==> config.mk <==
export PLATFORM = sky130hd
export DESIGN_NAME = sep_sha1
export DESIGN_NICKNAME = d
export VERILOG_FILES = /design/src/hw/rtl/sep_pkg.sv /design/src/hw/rtl/sep_sha1.sv
export SDC_FILE = /design/constraint.sdc
export NUM_CORES = 2
export LEC_CHECK = 0
export BUFFER_PORTS_ARGS = -buffer_cell sky130_fd_sc_hd__clkbuf_2
export CAP_MARGIN = 20
export CORE_MARGIN = 2
export CORE_UTILIZATION = 60
export CTS_BUF_LIST = sky130_fd_sc_hd__clkbuf_2
export DETAILED_ROUTE_END_ITERATION = 12
export MAX_ROUTING_LAYER = met4
export PLACE_DENSITY = 0.77
export SLEW_MARGIN = 40
export SYNTH_ARGS = -nofsm -noshare
export SYNTH_HDL_FRONTEND = slang
export SYNTH_SLANG_ARGS = --single-unit
==> constraint.sdc <==
create_clock -name clk -period 55.5 [get_ports clk]
set_input_delay 2.775 -clock clk [delete_from_list [all_inputs] [get_ports clk]]
set_output_delay 2.775 -clock clk [all_outputs]
set_load 0.005 [all_outputs]
==> src/hw/rtl/sep_pkg.sv <==
`timescale 1ns / 1ps

package sep_pkg;

    localparam int ROWS      = 32;
    localparam int ROW_BYTES = 20;
    localparam int KEYLEN    = 20;
    localparam int POOL      = ROWS * ROW_BYTES;
    localparam int ADDR_W    = $clog2(POOL);
    localparam int CNT_W     = $clog2(POOL + 1);
    localparam int ROW_W     = (ROWS > 1) ? $clog2(ROWS) : 1;
    localparam int KEY_W     = $clog2(KEYLEN);
    localparam int EST_W     = 13;
    localparam int PEND_W    = 16;
    localparam int EST_MAX   = POOL * 8;
    localparam int LEN_W     = 16;
    localparam int DIG_W     = 160;

    typedef enum logic [2:0] {
        OP_ADD      = 3'd0,
        OP_CREDIT   = 3'd1,
        OP_READ     = 3'd2,
        OP_STIR     = 3'd3,
        OP_LOAD_KEY = 3'd4
    } op_t;

    typedef enum logic [1:0] {
        SH_LOAD,
        SH_ROUND,
        SH_PAD
    } sha_state_t;

    typedef enum logic [1:0] {
        PAD_MARK,
        PAD_ZERO,
        PAD_LEN
    } pad_t;

    typedef enum logic [2:0] {
        F_IDX,
        F_ROW,
        F_BUF,
        F_KEY,
        F_POOL
    } feed_t;

    typedef enum logic [4:0] {
        C_CLR,
        C_IDLE,
        C_RD_WAIT,
        C_DRY,
        C_STIR_START,
        C_XOR_RD,
        C_XOR_WR,
        C_ROW_INIT,
        C_KEY_INIT,
        C_FETCH,
        C_FEED,
        C_FINAL,
        C_WAIT_DIG,
        C_ROW_WR,
        C_STIR_END,
        C_DONE
    } ctl_state_t;

    typedef struct packed {
        logic       init;
        logic       byte_valid;
        logic [7:0] byte_data;
        logic       final_req;
    } sha_ctl_t;

    typedef struct packed {
        logic byte_ready;
        logic done;
    } sha_sts_t;

endpackage

==> src/hw/rtl/sep_sha1.sv <==
`timescale 1ns / 1ps

module sep_sha1
(
    input  logic                     clk,
    input  logic                     rst_n,
    input  sep_pkg::sha_ctl_t        ctl,
    output sep_pkg::sha_sts_t        sts,
    output logic [sep_pkg::DIG_W-1:0] digest
);
    import sep_pkg::*;

    sha_state_t        state_reg, state_next;
    pad_t              pad_reg;
    logic              pad_on_reg;
    logic              last_reg;
    logic              done_reg;
    logic [31:0]       h_reg  [5];
    logic [31:0]       wv_reg [5];
    logic [511:0]      blk_reg;
    logic [5:0]        fill_reg;
    logic [LEN_W-1:0]  total_reg;
    logic [63:0]       len_reg;
    logic [2:0]        len_cnt_reg;
    logic [6:0]        round_reg;

    logic              push;
    logic [7:0]        push_byte;
    logic              block_full;
    logic [31:0]       f_val;
    logic [31:0]       k_val;
    logic [31:0]       t_val;
    logic [31:0]       w_raw;
    logic [31:0]       w_new;
    logic [31:0]       w_cur;

    always_comb
    begin
        push      = 1'b0;
        push_byte = 8'h00;
        case (state_reg)
            SH_LOAD:
            begin
                push      = ctl.byte_valid;
                push_byte = ctl.byte_data;
            end
            SH_PAD:
            begin
                case (pad_reg)
                    PAD_MARK:
                    begin
                        push      = 1'b1;
                        push_byte = 8'h80;
                    end
                    PAD_ZERO:
                    begin
                        push      = (fill_reg != 6'd56);
                        push_byte = 8'h00;
                    end
                    PAD_LEN:
                    begin
                        push      = 1'b1;
                        push_byte = len_reg[63:56];
                    end
                    default:
                    begin
                        push      = 1'b0;
                        push_byte = 8'h00;
                    end
                endcase
            end
            default:
            begin
                push      = 1'b0;
                push_byte = 8'h00;
            end
        endcase
    end

    assign block_full = push && (fill_reg == 6'd63);

    // round function
    always_comb
    begin
        if (round_reg < 7'd20)
        begin
            f_val = (wv_reg[1] & wv_reg[2]) | (~wv_reg[1] & wv_reg[3]);
            k_val = 32'h5A827999;
        end
        else if (round_reg < 7'd40)
        begin
            f_val = wv_reg[1] ^ wv_reg[2] ^ wv_reg[3];
            k_val = 32'h6ED9EBA1;
        end
        else if (round_reg < 7'd60)
        begin
            f_val = (wv_reg[1] & wv_reg[2]) | (wv_reg[1] & wv_reg[3]) | (wv_reg[2] & wv_reg[3]);
            k_val = 32'h8F1BBCDC;
        end
        else
        begin
            f_val = wv_reg[1] ^ wv_reg[2] ^ wv_reg[3];
            k_val = 32'hCA62C1D6;
        end
    end

    assign w_cur = blk_reg[511:480];
    assign w_raw = blk_reg[95:64] ^ blk_reg[255:224] ^ blk_reg[447:416] ^ blk_reg[511:480];
    assign w_new = {w_raw[30:0], w_raw[31]};
    assign t_val = {wv_reg[0][26:0], wv_reg[0][31:27]} + f_val + wv_reg[4] + k_val + w_cur;

    always_comb
    begin
        state_next = state_reg;
        case (state_reg)
            SH_LOAD:
            begin
                if (ctl.init)
                    state_next = SH_LOAD;
                else if (block_full)
                    state_next = SH_ROUND;
                else if (ctl.final_req)
                    state_next = SH_PAD;
            end
            SH_ROUND:
            begin
                if (round_reg == 7'd79)
                begin
                    if (last_reg)
                        state_next = SH_LOAD;
                    else if (pad_on_reg)
                        state_next = SH_PAD;
                    else
                        state_next = SH_LOAD;
                end
            end
            SH_PAD:
            begin
                if (block_full)
                    state_next = SH_ROUND;
            end
            default:
                state_next = SH_LOAD;
        endcase
    end

    always_comb
    begin
        sts.byte_ready = (state_reg == SH_LOAD);
        sts.done       = done_reg;
        digest         = {h_reg[0], h_reg[1], h_reg[2], h_reg[3], h_reg[4]};
    end

    always_ff @(posedge clk or negedge rst_n)
    begin
        if (!rst_n)
        begin
            state_reg  <= SH_LOAD;
            pad_on_reg <= 1'b0;
            last_reg   <= 1'b0;
            done_reg   <= 1'b0;
            fill_reg   <= 6'd0;
        end
        else
        begin
            state_reg <= state_next;
            done_reg  <= (state_reg == SH_ROUND && round_reg == 7'd79 && last_reg);
            if (state_reg == SH_LOAD && ctl.init)
            begin
                fill_reg   <= 6'd0;
                pad_on_reg <= 1'b0;
                last_reg   <= 1'b0;
            end
            else if (push)
                fill_reg <= fill_reg + 6'd1;
            if (state_reg == SH_LOAD && !ctl.init && !push && ctl.final_req)
                pad_on_reg <= 1'b1;
            if (state_reg == SH_PAD && push && pad_reg == PAD_LEN && len_cnt_reg == 3'd7)
                last_reg <= 1'b1;
            if (state_reg == SH_ROUND && round_reg == 7'd79 && last_reg)
            begin
                last_reg   <= 1'b0;
                pad_on_reg <= 1'b0;
            end
        end
    end

    always_ff @(posedge clk)
    begin
        if (state_reg == SH_LOAD && ctl.init)
        begin
            h_reg[0]  <= 32'h67452301;
            h_reg[1]  <= 32'hEFCDAB89;
            h_reg[2]  <= 32'h98BADCFE;
            h_reg[3]  <= 32'h10325476;
            h_reg[4]  <= 32'hC3D2E1F0;
            total_reg <= '0;
        end
        else
        begin
            if (push)
            begin
                blk_reg <= {blk_reg[503:0], push_byte};
                if (state_reg == SH_LOAD)
                    total_reg <= total_reg + LEN_W'(1);
            end
            if (block_full)
            begin
                for (int i = 0; i < 5; i++)
                    wv_reg[i] <= h_reg[i];
                round_reg <= 7'd0;
            end
            if (state_reg == SH_LOAD && !push && ctl.final_req)
            begin
                pad_reg     <= PAD_MARK;
                len_reg     <= {45'd0, total_reg, 3'd0};
                len_cnt_reg <= 3'd0;
            end
            if (state_reg == SH_PAD)
            begin
                case (pad_reg)
                    PAD_MARK:
                        pad_reg <= PAD_ZERO;
                    PAD_ZERO:
                    begin
                        if (fill_reg == 6'd56)
                            pad_reg <= PAD_LEN;
                    end
                    PAD_LEN:
                    begin
                        len_reg     <= {len_reg[55:0], 8'h00};
                        len_cnt_reg <= len_cnt_reg + 3'd1;
                    end
                    default:
                        pad_reg <= PAD_MARK;
                endcase
            end
            if (state_reg == SH_ROUND)
            begin
                wv_reg[0] <= t_val;
                wv_reg[1] <= wv_reg[0];
                wv_reg[2] <= {wv_reg[1][1:0], wv_reg[1][31:2]};
                wv_reg[3] <= wv_reg[2];
                wv_reg[4] <= wv_reg[3];
                blk_reg   <= {blk_reg[479:0], w_new};
                round_reg <= round_reg + 7'd1;
                if (round_reg == 7'd79)
                begin
                    h_reg[0] <= h_reg[0] + t_val;
                    h_reg[1] <= h_reg[1] + wv_reg[0];
                    h_reg[2] <= h_reg[2] + {wv_reg[1][1:0], wv_reg[1][31:2]};
                    h_reg[3] <= h_reg[3] + wv_reg[2];
                    h_reg[4] <= h_reg[4] + wv_reg[3];
                end
            end
        end
    end

endmodule

==> parameters.txt <==
Parameter                              Value

Timing
  Max-slew headroom ... 0.292
  Final Skew ... 0.126 ns
  Share of the cycle needed by the critical path after routing ... 0.158
  Final Slew Violations ... 0
  Maximum achievable frequency ... 114 MHz
  Setup repair after global routing missed its margin ... no
  Final count of negative-setup-slack endpoints ... 0
  Final hold violation count ... 0
  Crit path time final ... 8.79 ns
  Setup_tns ... 0 ns
  Transition at the pin with the smallest max-transition slack ... 1.06 ns

Worst setup path
  Critical path required time ... 56.82 ns
  CP max-delay cell ... sky130_fd_sc_hd__edfxtp_1
  Class of the most critical setup path ... register to register
  Biggest fanout along the worst timing path ... 35
  Endpoint of the worst register-to-register path ... h_reg[0][28]
  CP Buf/Inv Count ... 6
  Cell type group with the largest total delay on the critical path ... compound AO/OA/AOI/OAI gates
  Worst path arrival time ... 10.11 ns
  Highest cell delay on the worst timing path ... 0.49 ns
  Type of element capturing the critical path ... register
  Startpoint class of the critical path ... register
  Worst r2r src ... round_reg[4]
  Reg2Reg Setup Slack ... 46.71 ns
  R2R cell count ... 36

CTS
  Clock tree buffer depth ... 3
  Post-CTS Setup Bufs ... 0
  Clock tree from TritonCTS ... done
  Number of buffers added to fix hold violations after cts ... 0
  Root cell of the clock tree ... sky130_fd_sc_hd__clkbuf_2
  Source-to-sink clock delay at the later pin of the worst-skew pair ... 1.64 ns
  Number of CTS-inserted buffers ... 236
  Clock net sink count ... 935
  Number of resized instances in the post-cts repair step ... 0
  Clock input transition at the sequential cells of the worst setup and hold paths ... 0.10 ns
  Total number of H-tree levels ... 4

Die
  Chip Width ... 299 um
  DIE AREA ... 89300 sq um
  Starting Density ... 0.603
  Area of the placeable core ... 86500 sq um
  Cell row count ... 108
  Die boundary height ... 299 um
  Number of top-level design ports ... 175

Status
  Result of the run ... complete, no violations

Placement
  Post-placement cell count ... 6467
  DP Wirelength ... 92.1 mm
  Placed Instance Area ... 54200 sq um
  Placer's final routability congestion estimate ... 0.962
  Count of buffers inserted at the top-level ports ... 174

Synth
  Syn nets ... 5675
  Cell type with the largest total area after synthesis ... sky130_fd_sc_hd__edfxtp_1
  Largest cells by area after synthesis ... sky130_fd_sc_hd__edfxtp_1 52%, sky130_fd_sc_hd__nand2_1 16%, sky130_fd_sc_hd__ha_1 5.5%, sky130_fd_sc_hd__fa_1 4.8%, sky130_fd_sc_hd__xnor2_1 3.3%
  Post-synthesis instance area ... 52100 sq um
  Number of flops mapped to enable cells by yosys ... 908
  Post-synth top area share ... 0.523
  Most common cell in the netlist ... sky130_fd_sc_hd__nand2_1
  Avg Synthesized Cell Area ... 9.82 sq um
  Sequential element share of the synthesized area ... 0.534
  Async S/R FF share, synth ... 0.0118
  Number of storage elements in the synthesis netlist ... 935
  Number of warnings printed during yosys synthesis ... 0
  Library cells used by synthesis ... 79
  Commonest cells in the synthesized netlist ... 2178 x sky130_fd_sc_hd__nand2_1, 908 x sky130_fd_sc_hd__edfxtp_1, 246 x sky130_fd_sc_hd__nor2_1
  Main flop type after synthesis ... sky130_fd_sc_hd__edfxtp_1
  Post-synthesis instance total ... 5307

Hold path
  Sink of the worst hold path ... blk_reg[351]
  Critical hold path startpoint ... blk_reg[319]
  Class of the tightest hold or removal check ... register to register
  Cells on Worst Hold Path ... 2

Layout
  Area occupied by registers ... 27900 sq um
  Synth-to-layout area growth ... 8.01%
  Nets ... 5922
  Share of post-route cells with drive strength above 1 ... 0.109
  Design area ... 56300 sq um
  Layout Cells excl Fill ... 6881
  Largest register FFs ... 512
  Multi-input gate area ... 22900 sq um
  Filler Cell Count ... 6995

Power and ir drop
  Leak pwr ... 24.2 nW
  Highest ir drop seen on vdd ... 0.0000329 V
  Power Dens Cells ... 45.8 nW/um^2
  Total design power ... 2.58 mW

Detailed routing
  DR pass1 iterations ... 5
  Total routed wirelength ... 132 mm
  Number of routed nets with antenna violations ... 0
  DRC violations left ... 0
  Vias after detailed routing ... 38900
  Average via count per standard cell ... 5.66
  Initial DRC Count ... 4308
  Detail-routed net length per standard cell ... 19.1 um

GRT
  Number of antenna violations at the first check in global routing ... 2
  Global-route usage over all layers ... 0.303
  First-pass GRT wire length ... 204 mm
  Aggregate global routing overflow ... 0
  Vias in the first global route ... 37100
  Largest net degree at the start of global routing ... 190

Run
  Max_cap viols ... 0
per-stage QoR:
stage | util | hold WS (ns) | worst slack (ns)
finish | 0.651 | 0.463 | 46.71
global route | 0.651 | 0.499 | 45.95
CTS | 0.650 | 0.449 | 46.73
detailed placement | 0.626 | 0.507 | 46.78
global placement | 0.625 | 0.495 | 46.83
floorplan | - | 0.479 | 29.59
cells by family after synthesis:
kind of cell,Yosys count,synth area share
buffers and inverters,395,0.0285
AOI/OAI and AO/OA,655,0.0809
DFF,935,0.534
xor gates and xnor gates,279,0.0469
muxes,10,0.00204
and+or+nand+nor,2678,0.204
adders and majority gates,355,0.103
final cells by class:
type / count / share of cell area
antenna: 7 / 0.000311
clock buffer: 352 / 0.0313
clock inverter: 51 / 0.00493
inverter: 190 / 0.0127
multi-input combinational: 3977 / 0.406
sequential: 935 / 0.495
tap: 1155 / 0.0257
timing repair buffer: 214 / 0.0241
per-layer routing:
| metal | vias up | part of all wire | global-route usage |
|---|---|---|---|
| li1 | 18600 | - | - |
| met1 | 18500 | 0.43 | 0.427 |
| met2 | 1624 | 0.44 | 0.432 |
| met3 | 220 | 0.096 | 0.0632 |
| met4 | 0 | 0.034 | 0.119 |
| met5 | - | 0 | - |
worst max path at each step:
stage,startpoint,endpoint,slack [ns],cells after the start
2_1_floorplan,ctl[10],blk_reg[0],29.59,4
3_3_place_gp,round_reg[4],h_reg[0][28],46.83,36
3_5_place_dp,round_reg[4],h_reg[0][28],46.78,36
4_1_cts,round_reg[4],h_reg[0][28],46.73,36
5_1_grt,round_reg[5],h_reg[0][28],45.95,36
6_report,round_reg[4],h_reg[0][28],46.71,36
worst min-delay path, stage by stage (launching register included):
cell and delay, ns:
sky130_fd_sc_hd__edfxtp_1 0.36, sky130_fd_sc_hd__nand2_1 0.06, sky130_fd_sc_hd__nand2_1 0.05
where the power goes:
group	internal [mW]	switching [mW]	total (mW)
clock	0.175	0.291	0.466
combinational	0.341	0.547	0.888
sequential	1.09	0.134	1.22
layout by cell type, fill, tap and decap left out, types with 8 or more instances in the layout:
master,instances
sky130_fd_sc_hd__a211o_1,8
sky130_fd_sc_hd__a211oi_1,22
sky130_fd_sc_hd__a21o_1,77
sky130_fd_sc_hd__a21oi_1,167
sky130_fd_sc_hd__a31oi_1,24
sky130_fd_sc_hd__and3_1,27
sky130_fd_sc_hd__buf_4,18
sky130_fd_sc_hd__buf_6,13
sky130_fd_sc_hd__clkbuf_2,526
sky130_fd_sc_hd__clkinv_1,33
sky130_fd_sc_hd__dfrtp_1,11
sky130_fd_sc_hd__dfxtp_1,16
sky130_fd_sc_hd__edfxtp_1,908
sky130_fd_sc_hd__fa_1,125
sky130_fd_sc_hd__ha_1,230
sky130_fd_sc_hd__inv_1,188
sky130_fd_sc_hd__nand2_1,2175
sky130_fd_sc_hd__nand2b_1,41
sky130_fd_sc_hd__nand3_1,33
sky130_fd_sc_hd__nand4_1,15
sky130_fd_sc_hd__nor2_1,244
sky130_fd_sc_hd__nor2b_1,53
sky130_fd_sc_hd__nor3_1,34
sky130_fd_sc_hd__o211ai_1,12
sky130_fd_sc_hd__o21a_1,22
sky130_fd_sc_hd__o21ai_0,180
sky130_fd_sc_hd__o21ai_1,10
sky130_fd_sc_hd__o21bai_1,20
sky130_fd_sc_hd__o32a_1,10
sky130_fd_sc_hd__o32ai_1,17
sky130_fd_sc_hd__or3_1,13
sky130_fd_sc_hd__xnor2_1,194
sky130_fd_sc_hd__xor2_1,84
Power figures use the tool's default switching activity.
